[src/rtl/core/base64_codec_top_assert.svh]
// ----------------------------------------------------------------------------
// Base64 codec assertion macros
// Concurrent assertion wrappers clocked on i_clk and disabled in reset.
// ----------------------------------------------------------------------------
`ifndef BASE64_CODEC_TOP_ASSERT_SVH
`define BASE64_CODEC_TOP_ASSERT_SVH
`ifndef NO_ASSERTIONS
`define B64C_ASSERT(label, prop, msg) \
    label: assert property (@(posedge i_clk) disable iff (!i_rst_n) prop) \
        else $error(msg);
`define B64C_ASSERT_NEVER(label, cond, msg) \
    label: assert property (@(posedge i_clk) disable iff (!i_rst_n) !(cond)) \
        else $error(msg);
`else
`define B64C_ASSERT(label, prop, msg)
`define B64C_ASSERT_NEVER(label, cond, msg)
`endif
`endif

[src/rtl/core/b64c_pkg.sv]
// ----------------------------------------------------------------------------
// Base64 codec package
// Transaction types, job record and alphabet mapping functions.
// ----------------------------------------------------------------------------
package b64c_pkg;

    localparam logic [7:0] PAD_CHAR = 8'h3D;

    typedef struct packed {
        logic [7:0] in_byte;
        logic       end_of_message;
    } t_in_item;

    typedef struct packed {
        logic [7:0] out_byte;
        logic       byte_valid;
        logic       run_last;
        logic       message_end;
    } t_out_item;

    typedef struct packed {
        logic [3:0][7:0] data;
        logic [1:0]      last;
        logic            valid;
        logic            msg_end;
    } t_job;

    function automatic logic [7:0] b64_char(input logic [5:0] v);
        logic [7:0] w;
        w = {2'b00, v};
        if (v < 6'd26) return 8'h41 + w;
        if (v < 6'd52) return 8'h61 + w - 8'd26;
        if (v < 6'd62) return 8'h30 + w - 8'd52;
        if (v == 6'd62) return 8'h2B;
        return 8'h2F;
    endfunction

    function automatic logic [7:0] b64_sextet(input logic [7:0] c);
        if (c inside {[8'h41:8'h5A]}) return c - 8'h41;
        if (c inside {[8'h61:8'h7A]}) return c - 8'h61 + 8'd26;
        if (c inside {[8'h30:8'h39]}) return c - 8'h30 + 8'd52;
        if (c == 8'h2B) return 8'd62;
        if (c == 8'h2F) return 8'd63;
        return 8'hFF;
    endfunction

endpackage

[src/rtl/core/b64c_front.sv]
// ----------------------------------------------------------------------------
// Base64 codec front end
// Accepts input transactions, gathers groups and issues result jobs.
// ----------------------------------------------------------------------------
module b64c_front (
    input  logic              i_clk,
    input  logic              i_rst_n,
    input  logic              i_cfg_wr_en,
    input  logic              i_cfg_wr_data,
    input  logic              push,
    output logic              full,
    input  b64c_pkg::t_in_item i_in_item,
    input  logic              i_q_full,
    output logic              o_job_push,
    output b64c_pkg::t_job    o_job
);

    logic            r_dir;
    logic [1:0]      r_count;
    logic            r_pad;
    logic [2:0][7:0] r_buf;

    logic            n_dir;
    logic [1:0]      n_count;
    logic            n_pad;
    logic [2:0][7:0] n_buf;

    logic            accept;
    logic [7:0]      c;
    logic            eom;
    logic [2:0]      cnt_e;
    logic [7:0]      b0;
    logic [7:0]      b1;
    logic [7:0]      b2;
    logic            is_pad;
    logic            take;
    logic [7:0]      sext;
    logic [2:0]      cnt_d;
    logic [3:0][7:0] s;
    logic [7:0]      d0;
    logic [7:0]      d1;
    logic [7:0]      d2;
    b64c_pkg::t_job  job;
    logic            job_go;

    assign accept = push && !i_q_full;
    assign full   = i_q_full;
    assign c      = i_in_item.in_byte;
    assign eom    = i_in_item.end_of_message;

    // encode path
    assign cnt_e = {1'b0, r_count} + 3'd1;
    assign b0    = (r_count == 2'd0) ? c : r_buf[0];
    assign b1    = (cnt_e > 3'd1) ? ((r_count == 2'd1) ? c : r_buf[1]) : 8'd0;
    assign b2    = (cnt_e > 3'd2) ? c : 8'd0;

    // decode path
    assign is_pad = (c == b64c_pkg::PAD_CHAR);
    assign take   = !r_pad && !is_pad;
    assign sext   = b64c_pkg::b64_sextet(c);
    assign cnt_d  = {1'b0, r_count} + {2'b00, take};

    always_comb begin
        for (int i = 0; i < 3; i++) begin
            s[i] = (take && (r_count == 2'(i))) ? sext : r_buf[i];
        end
        s[3] = sext;
    end

    assign d0 = {s[0][5:0], 2'b00} + {6'd0, s[1][5:4]};
    assign d1 = {s[1][3:0], 4'h0} + {4'h0, s[2][5:2]};
    assign d2 = {s[2][1:0], 6'd0} + s[3];

    always_comb begin
        job         = '0;
        job.msg_end = eom;
        job.valid   = 1'b1;
        job_go      = 1'b0;
        if (!r_dir) begin
            job_go      = (cnt_e == 3'd3) || eom;
            job.last    = 2'd3;
            job.data[0] = b64c_pkg::b64_char(b0[7:2]);
            job.data[1] = b64c_pkg::b64_char({b0[1:0], b1[7:4]});
            job.data[2] = (cnt_e > 3'd1) ? b64c_pkg::b64_char({b1[3:0], b2[7:6]})
                                         : b64c_pkg::PAD_CHAR;
            job.data[3] = (cnt_e > 3'd2) ? b64c_pkg::b64_char(b2[5:0])
                                         : b64c_pkg::PAD_CHAR;
        end else begin
            job.data[0] = d0;
            job.data[1] = d1;
            job.data[2] = d2;
            if (cnt_d == 3'd4) begin
                job_go   = 1'b1;
                job.last = 2'd2;
            end else if (eom) begin
                job_go = 1'b1;
                if (cnt_d == 3'd3) begin
                    job.last = 2'd1;
                end else if (cnt_d == 3'd2) begin
                    job.last = 2'd0;
                end else begin
                    job.last  = 2'd0;
                    job.valid = 1'b0;
                    job.data  = '0;
                end
            end
        end
    end

    assign o_job_push = accept && job_go;
    assign o_job      = job;

    always_comb begin
        n_dir   = r_dir;
        n_count = r_count;
        n_pad   = r_pad;
        n_buf   = r_buf;
        if (i_cfg_wr_en) begin
            n_dir   = i_cfg_wr_data;
            n_count = 2'd0;
            n_pad   = 1'b0;
        end else if (accept) begin
            if (!r_dir) begin
                n_buf[r_count] = c;
                n_count        = job_go ? 2'd0 : cnt_e[1:0];
            end else begin
                if (is_pad) n_pad = 1'b1;
                if (take && (r_count != 2'd3)) n_buf[r_count] = sext;
                n_count = (cnt_d == 3'd4) ? 2'd0 : cnt_d[1:0];
            end
            if (eom) begin
                n_count = 2'd0;
                n_pad   = 1'b0;
            end
        end
    end

    always_ff @(posedge i_clk) begin
        if (!i_rst_n) begin
            r_dir   <= 1'b0;
            r_count <= 2'd0;
            r_pad   <= 1'b0;
        end else begin
            r_dir   <= n_dir;
            r_count <= n_count;
            r_pad   <= n_pad;
        end
        r_buf <= n_buf;
    end

`include "base64_codec_top_assert.svh"
    `B64C_ASSERT_NEVER(a_enc_group, !r_dir && (r_count == 2'd3), "encode group overrun")
    `B64C_ASSERT_NEVER(a_pad_encode, !r_dir && r_pad, "pad flag set in encode")

endmodule

[src/rtl/core/b64c_queue.sv]
// ----------------------------------------------------------------------------
// Base64 codec job queue
// Short register queue between the front end and the result sequencer.
// ----------------------------------------------------------------------------
module b64c_queue #(
    parameter int DEPTH = 2
) (
    input  logic           i_clk,
    input  logic           i_rst_n,
    input  logic           i_push,
    input  b64c_pkg::t_job i_job,
    output logic           o_full,
    input  logic           i_pop,
    output b64c_pkg::t_job o_job,
    output logic           o_empty
);

    localparam int PTR_W = $clog2(DEPTH);
    localparam int CNT_W = $clog2(DEPTH + 1);

    b64c_pkg::t_job   r_mem [DEPTH];
    logic [PTR_W-1:0] r_wr;
    logic [PTR_W-1:0] r_rd;
    logic [CNT_W-1:0] r_count;

    logic push_ok;
    logic pop_ok;

    assign o_full  = (r_count == CNT_W'(DEPTH));
    assign o_empty = (r_count == '0);
    assign push_ok = i_push && !o_full;
    assign pop_ok  = i_pop && !o_empty;
    assign o_job   = r_mem[r_rd];

    always_ff @(posedge i_clk) begin
        if (!i_rst_n) begin
            r_wr    <= '0;
            r_rd    <= '0;
            r_count <= '0;
        end else begin
            if (push_ok) begin
                r_wr <= (r_wr == PTR_W'(DEPTH - 1)) ? '0 : r_wr + 1'b1;
            end
            if (pop_ok) begin
                r_rd <= (r_rd == PTR_W'(DEPTH - 1)) ? '0 : r_rd + 1'b1;
            end
            if (push_ok && !pop_ok) begin
                r_count <= r_count + 1'b1;
            end else if (pop_ok && !push_ok) begin
                r_count <= r_count - 1'b1;
            end
        end
        if (push_ok) r_mem[r_wr] <= i_job;
    end

`include "base64_codec_top_assert.svh"
    `B64C_ASSERT_NEVER(a_q_over, r_count > CNT_W'(DEPTH), "job queue overflow")

endmodule

[src/rtl/core/b64c_back.sv]
// ----------------------------------------------------------------------------
// Base64 codec result sequencer
// Steps through each job and delivers one result transaction per cycle while results are popped and jobs wait.
// ----------------------------------------------------------------------------
module b64c_back (
    input  logic                i_clk,
    input  logic                i_rst_n,
    input  b64c_pkg::t_job      i_job,
    input  logic                i_q_empty,
    output logic                o_q_pop,
    output logic                empty,
    input  logic                pop,
    output b64c_pkg::t_out_item o_out_item
);

    logic                r_out_valid;
    logic [1:0]          r_idx;
    b64c_pkg::t_out_item r_out;

    logic                load;
    logic                take;
    logic                last;
    b64c_pkg::t_out_item n_out;

    assign load = !r_out_valid || pop;
    assign take = load && !i_q_empty;
    assign last = (r_idx == i_job.last);

    always_comb begin
        n_out.out_byte    = i_job.data[r_idx];
        n_out.byte_valid  = i_job.valid;
        n_out.run_last    = last;
        n_out.message_end = last && i_job.msg_end;
    end

    assign o_q_pop    = take && last;
    assign empty      = !r_out_valid;
    assign o_out_item = r_out;

    always_ff @(posedge i_clk) begin
        if (!i_rst_n) begin
            r_out_valid <= 1'b0;
            r_idx       <= 2'd0;
        end else begin
            if (load) r_out_valid <= !i_q_empty;
            if (take) r_idx <= last ? 2'd0 : r_idx + 2'd1;
        end
        if (take) r_out <= n_out;
    end

`include "base64_codec_top_assert.svh"
    `B64C_ASSERT(a_hold_empty, (!r_out_valid && i_q_empty) |=> !r_out_valid, "result from no job")

endmodule

[src/rtl/core/base64_codec_top.sv]
// ----------------------------------------------------------------------------
// Base64 codec top level
// Streaming Base64 encoder and decoder with a direction register.
// ----------------------------------------------------------------------------
// An input transaction is taken whenever the job queue has room.
// Each transaction that completes a group or ends a message places one job
// in the queue; the result sequencer then delivers one result transaction per
// cycle while results are popped and jobs wait, each job giving four characters per
// three bytes when encoding, three bytes per four characters when decoding,
// one marker when a message end yields no byte. Sustained rate is set by
// this single-result output register.
// Write the direction register only while idle; a write drops any partial group.
module base64_codec_top #(
    parameter int QUEUE_DEPTH = 2
) (
    input  logic                i_clk,
    input  logic                i_rst_n,
    input  logic                i_cfg_wr_en,
    input  logic                i_cfg_wr_data,
    input  logic                push,
    output logic                full,
    input  b64c_pkg::t_in_item  i_in_item,
    output logic                empty,
    input  logic                pop,
    output b64c_pkg::t_out_item o_out_item
);

    logic           q_full;
    logic           q_empty;
    logic           job_push;
    logic           job_pop;
    b64c_pkg::t_job job_in;
    b64c_pkg::t_job job_out;

    b64c_front u_front (
        .i_clk        (i_clk),
        .i_rst_n      (i_rst_n),
        .i_cfg_wr_en  (i_cfg_wr_en),
        .i_cfg_wr_data(i_cfg_wr_data),
        .push         (push),
        .full         (full),
        .i_in_item    (i_in_item),
        .i_q_full     (q_full),
        .o_job_push   (job_push),
        .o_job        (job_in)
    );

    b64c_queue #(
        .DEPTH(QUEUE_DEPTH)
    ) u_queue (
        .i_clk  (i_clk),
        .i_rst_n(i_rst_n),
        .i_push (job_push),
        .i_job  (job_in),
        .o_full (q_full),
        .i_pop  (job_pop),
        .o_job  (job_out),
        .o_empty(q_empty)
    );

    b64c_back u_back (
        .i_clk     (i_clk),
        .i_rst_n   (i_rst_n),
        .i_job     (job_out),
        .i_q_empty (q_empty),
        .o_q_pop   (job_pop),
        .empty     (empty),
        .pop       (pop),
        .o_out_item(o_out_item)
    );

endmodule

[config.mk]
export PLATFORM = sky130hd
export DESIGN_NAME = base64_codec_top
export DESIGN_NICKNAME = d
export VERILOG_FILES = /design/src/rtl/core/b64c_pkg.sv /design/src/rtl/core/b64c_front.sv /design/src/rtl/core/b64c_queue.sv /design/src/rtl/core/b64c_back.sv /design/src/rtl/core/base64_codec_top.sv
export VERILOG_INCLUDE_DIRS = /design/src /design/src/rtl/core
export SDC_FILE = /design/constraint.sdc
export NUM_CORES = 1
export LEC_CHECK = 0
export ABC_AREA = 1
export BUFFER_PORTS_ARGS = -buffer_cell sky130_fd_sc_hd__buf_4
export CAP_MARGIN = 20
export CORE_MARGIN = 10
export CORE_UTILIZATION = 45
export CTS_CLUSTER_SIZE = 12
export DETAILED_ROUTE_END_ITERATION = 6
export SETUP_SLACK_MARGIN = 0.2
export SLEW_MARGIN = 15
export SYNTH_ARGS = -nofsm -noshare
export SYNTH_HDL_FRONTEND = slang
export SYNTH_SLANG_ARGS = --single-unit
[constraint.sdc]
create_clock -name i_clk -period 11.7 [get_ports i_clk]
set_input_delay 3.51 -clock i_clk [delete_from_list [all_inputs] [get_ports i_clk]]
set_output_delay 3.51 -clock i_clk [all_outputs]
set_load 0.005 [all_outputs]
# Yosys cells after proc, flatten, opt, wreduce, memory -nomap -nowiden
# Memory sizes are Yosys's and may differ from the RTL's. A register that Yosys moved wholly into a read port is not among the register bits.
# Index checks and enable logic that the tools add are counted.
dict set report classes {
  bitwise_logic 2
  addsub 35
  eq_ne 17
  n_reduce_logical 35
  order_cmp 23
  mux 160
}
# operator n
set ops {}
lappend ops {{$mux W8} 50}
lappend ops {{$mux W1} 88}
lappend ops {{$mux W24} 3}
lappend ops {{$add A7 B6 Y8 const A} 8}
lappend ops {{$mux W32} 2}
lappend ops {{$bwmux W24} 2}
lappend ops {{$lt A6 B6 Y1 const B} 8}
lappend ops {{$sub A8 B6 Y8 const B} 5}
lappend ops {{$mux W35} 1}
lappend ops {{$mux W34} 1}
lappend ops {{$sub A8 B5 Y8 const B} 4}
lappend ops {{$add A6 B6 Y7 const A} 4}
lappend ops {{$eq A6 B6 Y1 const B} 4}
lappend ops {{$eq A8 B6 Y1 const B} 3}
lappend ops {{$lt A6 B5 Y1 const B} 4}
lappend ops {{$logic_and A1 B1 Y1} 18}
lappend ops {{$mux W6} 3}
lappend ops {{$bmux W8 S2} 1}
lappend ops {{$demux W8 S2} 1}
lappend ops {{$ge A8 B7 Y1 const B} 2}
lappend ops {{$le A8 B7 Y1 const B} 2}
lappend ops {{$mux W2} 8}
lappend ops {{$sub A8 B7 Y8 const B} 2}
lappend ops {{$eq A3 B2 Y1 const B} 3}
lappend ops {{28 further kinds} 45}
dict set report totals {
  elab_cells 288
  reg_bits 46
  memories 1
  mem_bits_rw 72
}
# memory words width read_ports rd_ports_with_merged_regs write_ports line
set memory_table {}
lappend memory_table {u_queue.r_mem 2 36 1 1 1 b64c_queue.sv:21} ;# b64c_pkg::t_job r_mem [DEPTH];

# Logic depth before layout (Yosys ltp)
# Gate-level depths: netlist of the first run.
dict set report depth {
  depth_word 25
  ltp_mapped 18
  depth_no_buf 18
}

# Cells and area by module
# A second synthesis of the first run with hierarchy kept.
dict set report hier_totals {
  hier_cells 921
  area_unflattened_um2 8149.1
}
# module seq_area_each_um2 instances cells_each area_per_inst_um2
set by_module_without_submodules {}
lappend by_module_without_submodules {b64c_front 740.7 1 681 4369.2}
lappend by_module_without_submodules {b64c_queue 2262.2 1 150 2996.6}
lappend by_module_without_submodules {b64c_back 390.4 1 90 783.3}

# Least setup slack after synthesis of the first run
# No wires, ideal clock.
dict set report synth_timing {
  path_type {input to register}
  start {input port i_in_item[2] in the netlist's numbering}
  end {memory u_queue.r_mem[1][0] in the netlist's numbering, enable pin}
  t_arrival_ns 6.698
  cell_stages 13
  required_time_ns 11.269
  setup_ns 0.431
  slack_ns 4.572
  cell_sequence {buf_2 -> inv_1 -> ha_1 -> nand3_1 -> nand2_2 -> inv_1 -> ha_1 -> ha_1 -> inv_1 -> nand3_1 -> a31oi_1 -> nand2_1 -> nor2_1}
}
dict set report synth_via {
  elab_chain_len 11
}
# item line
set synth_lines {}
lappend synth_lines {{start: declaration} base64_codec_top.sv:22} ;# input b64c_pkg::t_in_item i_in_item,
lappend synth_lines {{$eq A8 B6 Y1} b64c_front.sv:58} ;# assign is_pad = (c == b64c_pkg::PAD_CHAR);
lappend synth_lines {{$logic_not A1 Y1} b64c_front.sv:59} ;# assign take = !r_pad && !is_pad;
lappend synth_lines {{$logic_and A1 B1 Y1} b64c_front.sv:59}
lappend synth_lines {{$add A2 B1 Y3} b64c_front.sv:61} ;# assign cnt_d = {1'b0, r_count} + {2'b00, take};
lappend synth_lines {{$eq A3 B3 Y1} b64c_front.sv:92} ;# if (cnt_d == 3'd4) begin
lappend synth_lines {{$mux W1} b64c_front.sv:92}
lappend synth_lines {{$mux W1} b64c_front.sv:79} ;# if (!r_dir) begin
lappend synth_lines {{$logic_and A1 B1 Y1} b64c_front.sv:110} ;# assign o_job_push = accept && job_go;
lappend synth_lines {{$logic_and A1 B1 Y1} b64c_queue.sv:31} ;# assign push_ok = i_push && !o_full;
lappend synth_lines {{$mux W1} b64c_queue.sv:53} ;# if (push_ok) r_mem[r_wr] <= i_job;
lappend synth_lines {{$mux W1 (not written as such)} b64c_queue.sv:53}
lappend synth_lines {{end: declaration} b64c_queue.sv:21}
# No other way between the ends.

# Worst setup path in the final report of the first run
dict set report layout_timing {
  start {input port i_in_item[3] in the netlist's numbering}
  end {register u_queue.r_count[1]}
}
dict set report layout_via {
  elab_chain_len 12
  elab_cells_between_ends 14
}
# item line
set layout_lines {}
lappend layout_lines {{$eq A8 B6 Y1 *} b64c_front.sv:58}
lappend layout_lines {{$logic_not A1 Y1 *} b64c_front.sv:59}
lappend layout_lines {{$logic_and A1 B1 Y1 *} b64c_front.sv:59}
lappend layout_lines {{$add A2 B1 Y3 *} b64c_front.sv:61}
lappend layout_lines {{$eq A3 B3 Y1 *} b64c_front.sv:92}
lappend layout_lines {{$mux W1 *} b64c_front.sv:92}
lappend layout_lines {{$mux W1 *} b64c_front.sv:79}
lappend layout_lines {{$logic_and A1 B1 Y1 *} b64c_front.sv:110}
lappend layout_lines {{$logic_and A1 B1 Y1 *} b64c_queue.sv:31}
lappend layout_lines {{via u_queue.push_ok} b64c_queue.sv:26} ;# logic push_ok;
lappend layout_lines {{$logic_not A1 Y1} b64c_queue.sv:49} ;# end else if (pop_ok && !push_ok) begin
lappend layout_lines {{$logic_and A1 B1 Y1} b64c_queue.sv:49}
lappend layout_lines {{$reduce_bool A2 Y1 (no line)} n/a}
lappend layout_lines {{end signal: assignment} b64c_queue.sv:48} ;# r_count <= r_count + 1'b1;
lappend layout_lines {{end signal: assignment} b64c_queue.sv:50} ;# r_count <= r_count - 1'b1;
lappend layout_lines {{end: declaration} b64c_queue.sv:24} ;# logic [CNT_W-1:0] r_count;
# The timed path passes the listed nets; every way through them passes the cells marked *.
# A chain may end at the register's enable or synchronous reset.

==> results.cfg, run 1 <==
[logic_synthesis]
asr_flop_ratio_synth_pct = 0
syn-instance-count = 1037
postSynthAreaPerCell_um2 = 7.84
synthDistinctLibCells = 43
syn-cell-area_um2 = 8130
synth_area_leader_cell = edfxtp_1
synth_top_flop_cell = edfxtp_1
yosysSeqAreaShare_pct = 41.8
mappedNetlistNets = 1107
synth-edff-count = 105
synthesis_stage_register_bit_count = 117
share_of_the_synthesized_area_in_the_top_cell_type_pct = 38.8
netlist_top_cells_area = edfxtp_1, nand2_1, ha_1
ys_warn_count = 0

[global_route]
grt_antenna_before_repair = 0
total_global_routing_track_utilization_pct = 18.8
grt_max_degree = 38
grt_overflow_total = 0
wire_length_of_the_first_global_routing_pass_mm = 35.8
via_count_of_the_first_global_routing_pass = 6518

[floorplanning]
top_level_ports = 28
dieHeight_um = 154
core-area_um2 = 17800
start_util_pct = 45.5
die_boundary_width_um = 154
rows = 49
dieArea_um2 = 23800

[pwr]
power.leakage_nw = 3.90
irDropWorstVdd_mv = 0.163
power_density_nw_per_um2 = 152

[critical_path]
cp_data_arrival_time_ns = 6.29
timing.critical_path.from_type = input port
endpoint_kind = flip-flop
cp_max_fo = 10
path_class = input port to flip-flop
cp_data_required_time_ns = 12.01
setup_slack_of_the_most_critical_reg_to_reg_path_ns = 7.79

[clock_tree]
clk_root_buffer_cell = clkbuf_16
clock_net_sink_count = 117
clock_tree_from_tritoncts = yes
postCtsHoldBufs = 0
clock_path_buffers = 2
post-cts-setup-buffer-count = 0
number_of_h_tree_levels = 4
clkLatencyLatePin_ns = 0.42
post_cts_resize_count = 0
clk_transition_reported_paths_ns = 0.06
tritoncts.num_buffers = 17

[final_layout]
final_nets = 1128
area_growth_pct = 12.4
final_layout_size_suffix_gt1_share_pct = 11.8
fin_util_pct = 51.2
fill_cells = 1714
n_antenna_cell = 0

[sta]
report.final.hold_viol_count = 0
rsz0062_at_grt = no
slew_headroom_pct = 37.6
period_minus_slack_ns = 5.98
worstMarginPinSlew_ns = 0.934
final_min_period_over_clock_period_pct = 51.1
timing.setup.tns_ns = 0
setup_viol = 0
achievable-frequency_ghz = 0.167
timing_max_transition_violations_final = 0
worst_clk_skew_ns = 0.0114

[routing]
drt_first_iter_violations = 672
num_vias = 7068
detail_route.vias_per_cell = 5.44
wl_mm = 22.7
iteration_count_of_the_initial_detailed_routing_pass = 5
detail-route-antenna-nets = 0
route.detailed.drc = 0
avgRoutedWirePerCell_um = 17.5

[placed_design]
numPortBuffers = 27
dp.final_hpwl_mm = 16.6
gp_congestion = 0.970

[run]
count_of_maximum_capacitance_violations = 0

[min_path]
hold_path.class = flip-flop to flip-flop

[status]
status = complete, no violations
## metal layers
layer	wire [µm]	vias up	global-route usage, %
met5	0	-	0
met4	662	0	8.50
met3	1490	42	3.85
met2	10200	248	29.3
met1	10400	3257	24.7
li1	-	3521	-
## stage by stage
stage / setup slack [ns] / cell area [µm²] / power (mW) / std cells / hold slack (ns)
final: 5.72 / 9130 / 1.39 / 1300 / 0.505
after detailed placement: 4.96 / 8490 / 0.879 / 1266 / 0.501
after global routing: 5.37 / 9130 / 1.46 / 1300 / 0.542
after floorplan: 4.57 / 8130 / 0.758 / 1037 / 0.448
after global placement: 5.04 / 8490 / 0.878 / 1266 / 0.486
after CTS: 5.41 / 9090 / 1.40 / 1298 / 0.510
## where the power goes
part           switching [mW]  internal, mW
combinational           0.216         0.111
clock                   0.199         0.317
sequential             0.0234         0.524
total                   0.439         0.952
## area by class of cell
| class | instances | area, µm² | share of cell area (%) |
|---|---|---|---|
| flip-flops and latches | 117 | 3390 | 37.2 |
| multi-input cells | 767 | 4120 | 45.1 |
| clock buffers | 22 | 518 | 5.67 |
| clock inverters | 10 | 80.1 | 0.877 |
| inverters | 122 | 460 | 5.04 |
| well taps | 229 | 287 | 3.14 |
| repair buffers | 33 | 273 | 2.99 |
## kinds of logic (layout without fill, tap and decap cells)
family	count (synthesis)	count (layout)	share of synthesized area, %
AND/OR/NAND/NOR	507	507	26.7
AO/OA/AOI/OAI	187	187	13.4
buffers and inverters	153	187	7.70
flip-flops	117	117	41.8
adder cells (fa/ha/maj)	55	55	8.47
XOR/XNOR	18	18	1.94
## cell usage after synthesis (2+ instances only)
| master | instances |
|---|---|
| nand2_1 | 232 |
| nor2_1 | 134 |
| edfxtp_1 | 105 |
| inv_1 | 95 |
| nand3_1 | 73 |
| o21ai_0 | 68 |
| ha_1 | 55 |
| a21oi_1 | 39 |
| o211ai_1 | 24 |
| nor3_1 | 23 |
| inv_2 | 22 |
| nand2_2 | 13 |
| o21ai_1 | 13 |
| a31oi_1 | 12 |
| dfxtp_1 | 12 |
| xor2_1 | 12 |
| clkbuf_1 | 11 |
| o22ai_1 | 10 |
| buf_2 | 9 |
| nand4_1 | 8 |
| nor2_2 | 8 |
| xnor2_1 | 6 |
| a21oi_2 | 5 |
| nand3_2 | 5 |
| buf_1 | 4 |
| buf_4 | 4 |
| clkinv_1 | 4 |
| o21a_1 | 4 |
| or2_1 | 4 |
| buf_6 | 3 |
| nor2_4 | 3 |
| o31ai_1 | 3 |
| a21o_1 | 2 |
| o21ai_2 | 2 |
| o221ai_1 | 2 |
## layout by cell type, fill, tap and decap left out, types with 22 or more instances in the layout
cell      synthesis  layout
edfxtp_1        105     105
a21oi_1          39      39
nand3_1          73      73
nor2_1          134     132
inv_2            22      22
o21ai_0          68      68
ha_1             55      55
buf_4             4      31
nand2_1         232     232
nor3_1           23      23
inv_1            95      95
o211ai_1         24      24
## worst max-delay path, stage by stage
cell and delay, ns:
buf_4 0.15, ha_1 0.18, inv_1 0.09, nor2_2 0.14
nand3_1 0.14, nand2_2 0.16, inv_1 0.06, ha_1 0.19
ha_1 0.29, inv_1 0.08, nand3_1 0.14, a31oi_1 0.17
nand2_1 0.17, inv_1 0.12, ha_1 0.25, a21oi_1 0.11
o21ai_0 0.10, o21ai_0 0.16, a21oi_1 0.06
## sequential cells by signal, summed over array words and instances, names as in the netlist, named ones only
signal / count
u_queue.r_wr: 1
u_back.r_idx: 2
u_front.r_pad: 1
u_queue.r_count: 2
u_front.r_buf: 22
u_queue.r_mem: 72
u_back.o_out_item: 11
u_back.r_out_valid: 1
u_queue.r_rd: 1
u_front.r_dir: 1
u_front.r_count: 2
## final timing paths
path	start	end	cells after the start
max	i_in_item[3]	u_queue.r_count[1]	19
min	u_front.r_pad	u_front.r_pad	2
max reg2reg	u_front.r_count[1]	u_queue.r_mem[0][26]	17
min reg2reg	u_front.r_pad	u_front.r_pad	2
Power figures use the tool's default switching activity.
==> run 2, diff against run 1 <==
==> constraint.sdc (replaced) <==
create_clock -name i_clk -period 5.24 [get_ports i_clk]
set_input_delay 1.572 -clock i_clk [delete_from_list [all_inputs] [get_ports i_clk]]
set_output_delay 1.572 -clock i_clk [all_outputs]
set_load 0.005 [all_outputs]
==> run 2 against run 1 <==
  * Worst hold slack worse by 0.019 ns
  * Die area stayed put
  * Non-clock buffer count is 2 higher
  * Core utilization is 0.46 points lower
  * Register-to-register slack worse by 6.4 ns
  * Via count is 2.0% higher
  * Clock power is 100% higher
  * Final area is 0.89% lower
  * Wire length is 0.55% higher
  * Largest cell class unchanged
==> results.cfg, run 2 (same netlist as run 1, synthesis figures left out) <==
[status]
status = complete, no violations

[routing]
avgRoutedWirePerCell_um = 17.6
detail_route.vias_per_cell = 5.53
drt_first_iter_violations = 638
iteration_count_of_the_initial_detailed_routing_pass = 6
route.detailed.drc = 0
num_vias = 7206
wl_mm = 22.9
detail-route-antenna-nets = 0

[final_layout]
n_antenna_cell = 0
count_of_placed_standard_cells_in_the_final_layout_fillers_left_out = 1302
final_nets = 1130
area_growth_pct = 11.4
largest_register = u_queue.r_mem
final_layout_size_suffix_gt1_share_pct = 11.4
highest_count_cells_in_the_layout_ignoring_fill_and_taps = nand2_1, nor2_1, edfxtp_1, inv_1, nand3_1
largest_reg_flops = 72
fin_util_pct = 50.7
fill_cells = 1705
final_common_cell = nand2_1

[sta]
rsz0062_at_grt = no
timing.setup.tns_ns = 0
achievable-frequency_ghz = 0.247
final_min_period_over_clock_period_pct = 77.4
period_minus_slack_ns = 4.06
whs_ns = 0.487
timing_max_transition_violations_final = 0
layout_setup_ws_ns = 1.18
worstMarginPinSlew_ns = 0.923
report.final.hold_viol_count = 0
slew_headroom_pct = 38.4
setup_viol = 0
worst_clk_skew_ns = 0.00707

[pwr]
switching_share_pct = 31.2
power_frac_seq_pct = 41.0
net-switching-power_mw = 0.931
power.leakage_nw = 3.85
clockPowerShare_pct = 34.9
combPwrFrac_pct = 24.2
p_int_mw = 2.06
irDropWorstVdd_mv = 0.248
power_density_nw_per_um2 = 330

[critical_path]
cp_data_arrival_time_ns = 4.11
endpoint_kind = flip-flop
r2r_end = u_queue.r_mem[0][26]
timing.critical_path.from_type = input port
setup_slack_of_the_most_critical_reg_to_reg_path_ns = 1.43
cp_max_fo = 37
critical_path.n_buffers_inverters = 5
worst_reg_to_reg_cells = 17
critical_path.cell_chain = buf_4 > ha_1 > inv_1 > nor2_2 > nand3_1 > nand2_2 > inv_1 > ha_1 > ha_1 > inv_1 > nand3_1 > a31oi_1 > nand2_1 > nor2_4 > buf_4
crit_path_max_incr_delay_ns = 0.43
critical-path-slowest-cell = buf_4
crit_family = buffers and inverters
cp_data_required_time_ns = 5.29
path_class = input port to flip-flop
launch_instance_of_the_worst_register_to_register_path = u_front.r_count[1]

[floorplanning]
core-area_um2 = 17800
rows = 49
top_level_ports = 28
dieHeight_um = 154
dieArea_um2 = 23800
die_boundary_width_um = 154
start_util_pct = 45.5

[placed_design]
numPortBuffers = 27
gp_congestion = 0.981
setup_slack_placement_ns = 0.771
placed_cells = 1270
dp.final_hpwl_mm = 16.7

[clock_tree]
clkLatencyLatePin_ns = 0.41
clk_transition_reported_paths_ns = 0.06
number_of_h_tree_levels = 4
clk_root_buffer_cell = clkbuf_16
clock_path_buffers = 2
postCtsHoldBufs = 0
clock_net_sink_count = 117
tritoncts.num_buffers = 17
post-cts-setup-buffer-count = 0
clock_tree_from_tritoncts = yes
post_cts_resize_count = 0

[min_path]
hold_path.class = flip-flop to flip-flop
min-delay-start = u_front.r_pad
worst_hold_path.endpoint = u_front.r_pad
worstHoldPathCells = 2

[global_route]
via_count_of_the_first_global_routing_pass = 6502
wire_length_of_the_first_global_routing_pass_mm = 35.7
grt_antenna_before_repair = 0
grt_overflow_total = 0
total_global_routing_track_utilization_pct = 18.8
grt_max_degree = 38

[run]
count_of_maximum_capacitance_violations = 0
run 2: cell count changes in the layout (fill, tap and decap cells not counted):
cell        previous run  this run
clkbuf_1               1         4
buf_4                 31        35
clkinv_2               1         3
inv_4                  2         1
buf_12                 2         0
clkinv_4               4         0
clkinvlp_4             1         4
clkbuf_16             20        17
clkinv_1               4         7
inv_6                  3         0
bufinv_16              0         1
clkbuf_8               1         0
run 2: layout make-up:
class | count | area (µm²) | share of cell area, %
clock buffers | 21 | 440 | 4.87
well taps | 229 | 287 | 3.17
clock inverters | 11 | 86.3 | 0.954
inverters | 122 | 460 | 5.09
multi-input cells | 767 | 4120 | 45.5
repair buffers | 35 | 263 | 2.90
flip-flops and latches | 117 | 3390 | 37.5
run 2: through the flow:
stage	power, mW	area [µm²]
2_1_floorplan	1.69	8130
3_3_place_gp	1.96	8520
3_5_place_dp	1.97	8520
4_1_cts	3.00	9050
5_1_grt	3.14	9050
6_report	2.99	9050
run 2: worst max path at each step:
stage	startpoint	depth (start not counted)	to	slack, ns
floorplan	i_in_item[2]	13	u_queue.r_mem[1][0]	0.64
global placement	i_in_item[3]	15	u_queue.r_mem[1][1]	0.86
detailed placement	i_in_item[3]	15	u_queue.r_mem[1][25]	0.77
CTS	i_in_item[3]	15	u_queue.r_mem[1][19]	1.20
global route	i_in_item[3]	19	u_queue.r_count[1]	0.88
finish	i_in_item[3]	15	u_queue.r_mem[1][10]	1.18
run 2: worst reg2reg max path: stages (launching register included):
cell,delay [ns]
dfxtp_1,0.50
inv_1,0.13
ha_1,0.41
inv_2,0.38
nor2_1,0.09
nor2_1,0.19
nand2_1,0.21
inv_2,0.15
ha_1,0.20
inv_1,0.06
nor2_2,0.29
inv_1,0.17
a21oi_1,0.13
o21ai_0,0.08
o21ai_0,0.08
a21oi_1,0.06
o21ai_1,0.25
nand2_1,0.14
run 2: power groups by stage:
stage                     sequential (mW)  combinational (mW)  clock, mW
after global placement               1.24               0.721          0
after floorplan                      1.22               0.471          0
after CTS                            1.23               0.728       1.05
final                                1.22               0.721       1.04
after detailed placement             1.24               0.725          0
after global routing                 1.24               0.806       1.10
run 2: metal layers:
layer / GRT usage (%) / wire (µm) / up-vias
met5: 0 / 0 / -
met4: 5.35 / 354 / 0
met3: 3.22 / 1350 / 26
met2: 30.3 / 10700 / 264
met1: 25.3 / 10400 / 3372
li1: - / - / 3544
==> run 3, diff against run 2 <==
--- a/config.mk
+++ b/config.mk
@@ -6,7 +6,7 @@
 export SDC_FILE = /design/constraint.sdc
 export NUM_CORES = 1
 export LEC_CHECK = 0
-export ABC_AREA = 1
+export ABC_AREA = 0
 export BUFFER_PORTS_ARGS = -buffer_cell sky130_fd_sc_hd__buf_4
 export CAP_MARGIN = 20
 export CORE_MARGIN = 10
==> constraint.sdc (replaced) <==
create_clock -name i_clk -period 4 [get_ports i_clk]
set_input_delay 1.2 -clock i_clk [delete_from_list [all_inputs] [get_ports i_clk]]
set_output_delay 1.2 -clock i_clk [all_outputs]
set_load 0.005 [all_outputs]
==> run 3 against run 2 <==
  * Sequential power increased by 25%
  * Clock-buffer cell count decreased by 1
  * Total power increased by 28%
  * Final cell count decreased by 19%
  * Critical path depth decreased by 3
  * Global-route usage decreased by 0.89 points
  * Worst hold slack improved by 0.057 ns
  * Synthesized cell count decreased by 26%
==> results.cfg, run 3 <==
[final_layout]
highest_count_cells_in_the_layout_ignoring_fill_and_taps = edfxtp_1, buf_4, nor2_1, nand2_1, ha_1
ff_latch_area_um2 = 3390
final_nets = 882
final_common_cell = edfxtp_1
final_layout_size_suffix_gt1_share_pct = 21.1
largest_reg_flops = 72
largest_register = u_queue.r_mem
fill_cells = 1559
n_antenna_cell = 0
final_design_area_no_fill_um2 = 9230
area_growth_pct = 16.1
multi_input_comb_area_um2 = 4260

[clock_tree]
clock_net_sink_count = 117
clk_root_buffer_cell = clkbuf_16
clock_path_buffers = 2
clock_tree_from_tritoncts = yes
post-cts-setup-buffer-count = 0
tritoncts.num_buffers = 17
clk_transition_reported_paths_ns = 0.06
clkLatencyLatePin_ns = 0.43
number_of_h_tree_levels = 4

[critical_path]
path_class = input port to flip-flop
worst_reg_to_reg_cells = 13
critical_path.endpoint = u_queue.r_count[1]
cp_data_required_time_ns = 4.35
launch_instance_of_the_worst_register_to_register_path = u_front.r_count[0]
worstSetupStartpoint = i_in_item[4]
r2r_end = u_queue.r_mem[1][14]
cp_data_arrival_time_ns = 3.85
setup_slack_of_the_most_critical_reg_to_reg_path_ns = 0.58
endpoint_kind = flip-flop
cp_max_fo = 10
timing.critical_path.from_type = input port

[routing]
wl_met1_mm = 9.54
wl_mm = 21.1
highest-signal-layer = met4
drt_first_iter_violations = 496
met2_wirelength_mm = 9.95
num_vias = 6188
route.detailed.drc = 0
detail_route.vias_per_cell = 5.89
detail-route-antenna-nets = 0
detailroute.wirelength.met3_mm = 1.32
iteration_count_of_the_initial_detailed_routing_pass = 5
avgRoutedWirePerCell_um = 20.1

[sta]
worstMarginPinSlew_ns = 0.864
final_min_period_over_clock_period_pct = 87.3
setup_viol = 0
slew_headroom_pct = 42.0
worst_clk_skew_ns = 0.0107
achievable-frequency_ghz = 0.286
layout_setup_ws_ns = 0.509
report.final.hold_viol_count = 0
timing.setup.tns_ns = 0
period_minus_slack_ns = 3.49
rsz0062_at_grt = no
whs_ns = 0.544
timing_max_transition_violations_final = 0

[pwr]
power_density_nw_per_um2 = 414
irDropWorstVdd_mv = 0.352
p_int_mw = 2.72
power_after_layout_mw = 3.82
power.leakage_nw = 3.39
clockPowerShare_pct = 38.8
power_frac_seq_pct = 40.0
switching_share_pct = 28.7
combPwrFrac_pct = 21.2
net-switching-power_mw = 1.10

[logic_synthesis]
largest_family_of_logic_cells_by_synthesized_area = compound AO/OA/AOI/OAI gates
synth_area_leader_cell = edfxtp_1
synth-xor-area-share_pct = 2.75
yosysSeqAreaShare_pct = 42.7
proportion_of_synthesized_area_in_mux_cells_pct = 10.8
postSynthAreaPerCell_um2 = 10.4
synth-compound-area-share_pct = 16.4
netlist_top_cells_area = edfxtp_1, ha_1, mux4_2
synth_top_flop_cell = edfxtp_1
syn-cell-area_um2 = 7950
simple_gate_share_of_the_synthesized_area_pct = 14.1
synthMostInstantiatedCell = edfxtp_1
syn-instance-count = 764
synthDistinctLibCells = 80
mappedNetlistNets = 834
ys_warn_count = 0
synth-edff-count = 105
yosys-top-cells-count = edfxtp_1, nor2_1, nand2_1
synthesis_stage_register_bit_count = 117
asr_flop_ratio_synth_pct = 0
share_of_the_synthesized_area_in_the_top_cell_type_pct = 39.7
synthAdderAreaFrac_pct = 8.66

[floorplanning]
rows = 48
dieArea_um2 = 23400
top_level_ports = 28
core-area_um2 = 17300
dieHeight_um = 153
start_util_pct = 46.0
die_boundary_width_um = 153

[global_route]
grt_overflow_total = 0
grt_max_degree = 22
via_count_of_the_first_global_routing_pass = 6092
wire_length_of_the_first_global_routing_pass_mm = 33.8
total_global_routing_track_utilization_pct = 17.9
grt_antenna_before_repair = 0

[placed_design]
dpl_cell_area_um2 = 8640
numPortBuffers = 27
setup_slack_placement_ns = 0.0815
dp.final_hpwl_mm = 16.0
gp_congestion = 0.884

[min_path]
worstHoldPathCells = 2
hold_path.class = flip-flop to flip-flop

[run]
count_of_maximum_capacitance_violations = 0

[status]
status = complete, no violations
==> run 3: logic make-up after synthesis <==
| group | after synthesis |
|---|---|
| AO/OA/AOI/OAI | 189 |
| XOR/XNOR | 25 |
| adder cells (fa/ha/maj) | 55 |
| buffers and inverters | 86 |
| flip-flops | 117 |
| multiplexers | 62 |
| AND/OR/NAND/NOR | 230 |
==> run 3: worst max-delay path, stage by stage <==
cell,delay (ns)
buf_4,0.15
ha_1,0.23
a41oi_4,0.28
ha_2,0.24
ha_4,0.20
nor3b_2,0.23
nand2b_4,0.19
o21ai_2,0.07
a21oi_2,0.22
ha_1,0.30
or3_1,0.35
a21boi_0,0.16
==> run 3: per-layer routing <==
metal	vias up	global-route usage, %
li1	2943	-
met1	3004	24.1
met5	-	0
met4	0	5.27
met3	23	3.90
met2	218	28.3
==> run 3: what timing repair did <==
item / CTS / global route
resized for setup: 0 / 1
hold buffers: 0 / 0
hold endpoints to repair: 0 / 0
endpoints found under the setup margin: 0 / 2
==> run 3: how the worst min path moves through the flow <==
| stage | from | to |
|---|---|---|
| final | u_queue.r_count[1] | u_queue.r_count[1] |
| after floorplan | u_queue.r_count[1] | u_queue.r_count[1] |
| after global routing | u_queue.r_mem[0][1] | u_back.o_out_item[2] |
| after detailed placement | u_queue.r_count[1] | u_queue.r_count[1] |
| after CTS | u_queue.r_count[1] | u_queue.r_count[1] |
| after global placement | u_queue.r_count[1] | u_queue.r_count[1] |
==> run 3: per-stage QoR <==
step	util, %	instances
final	53.4	1050
after global routing	53.4	1050
after CTS	53.3	1050
after detailed placement	50.0	1018
after global placement	50.0	1018
after floorplan	-	764
==> run 3: layout make-up <==
cell class,instances,area share [%]
well taps,225,3.05
repair buffers,66,5.64
inverters,49,2.05
flip-flops and latches,117,36.8
clock buffers,20,5.19
clock inverters,12,1.11
multi-input cells,561,46.2
==> run 3: power groups by stage <==
stage / combinational, mW / sequential [mW] / clock (mW)
4_1_cts: 0.818 / 1.53 / 1.50
3_3_place_gp: 0.800 / 1.55 / 0
2_1_floorplan: 0.522 / 1.55 / 0
6_report: 0.811 / 1.53 / 1.48
3_5_place_dp: 0.813 / 1.55 / 0
5_1_grt: 0.889 / 1.54 / 1.55
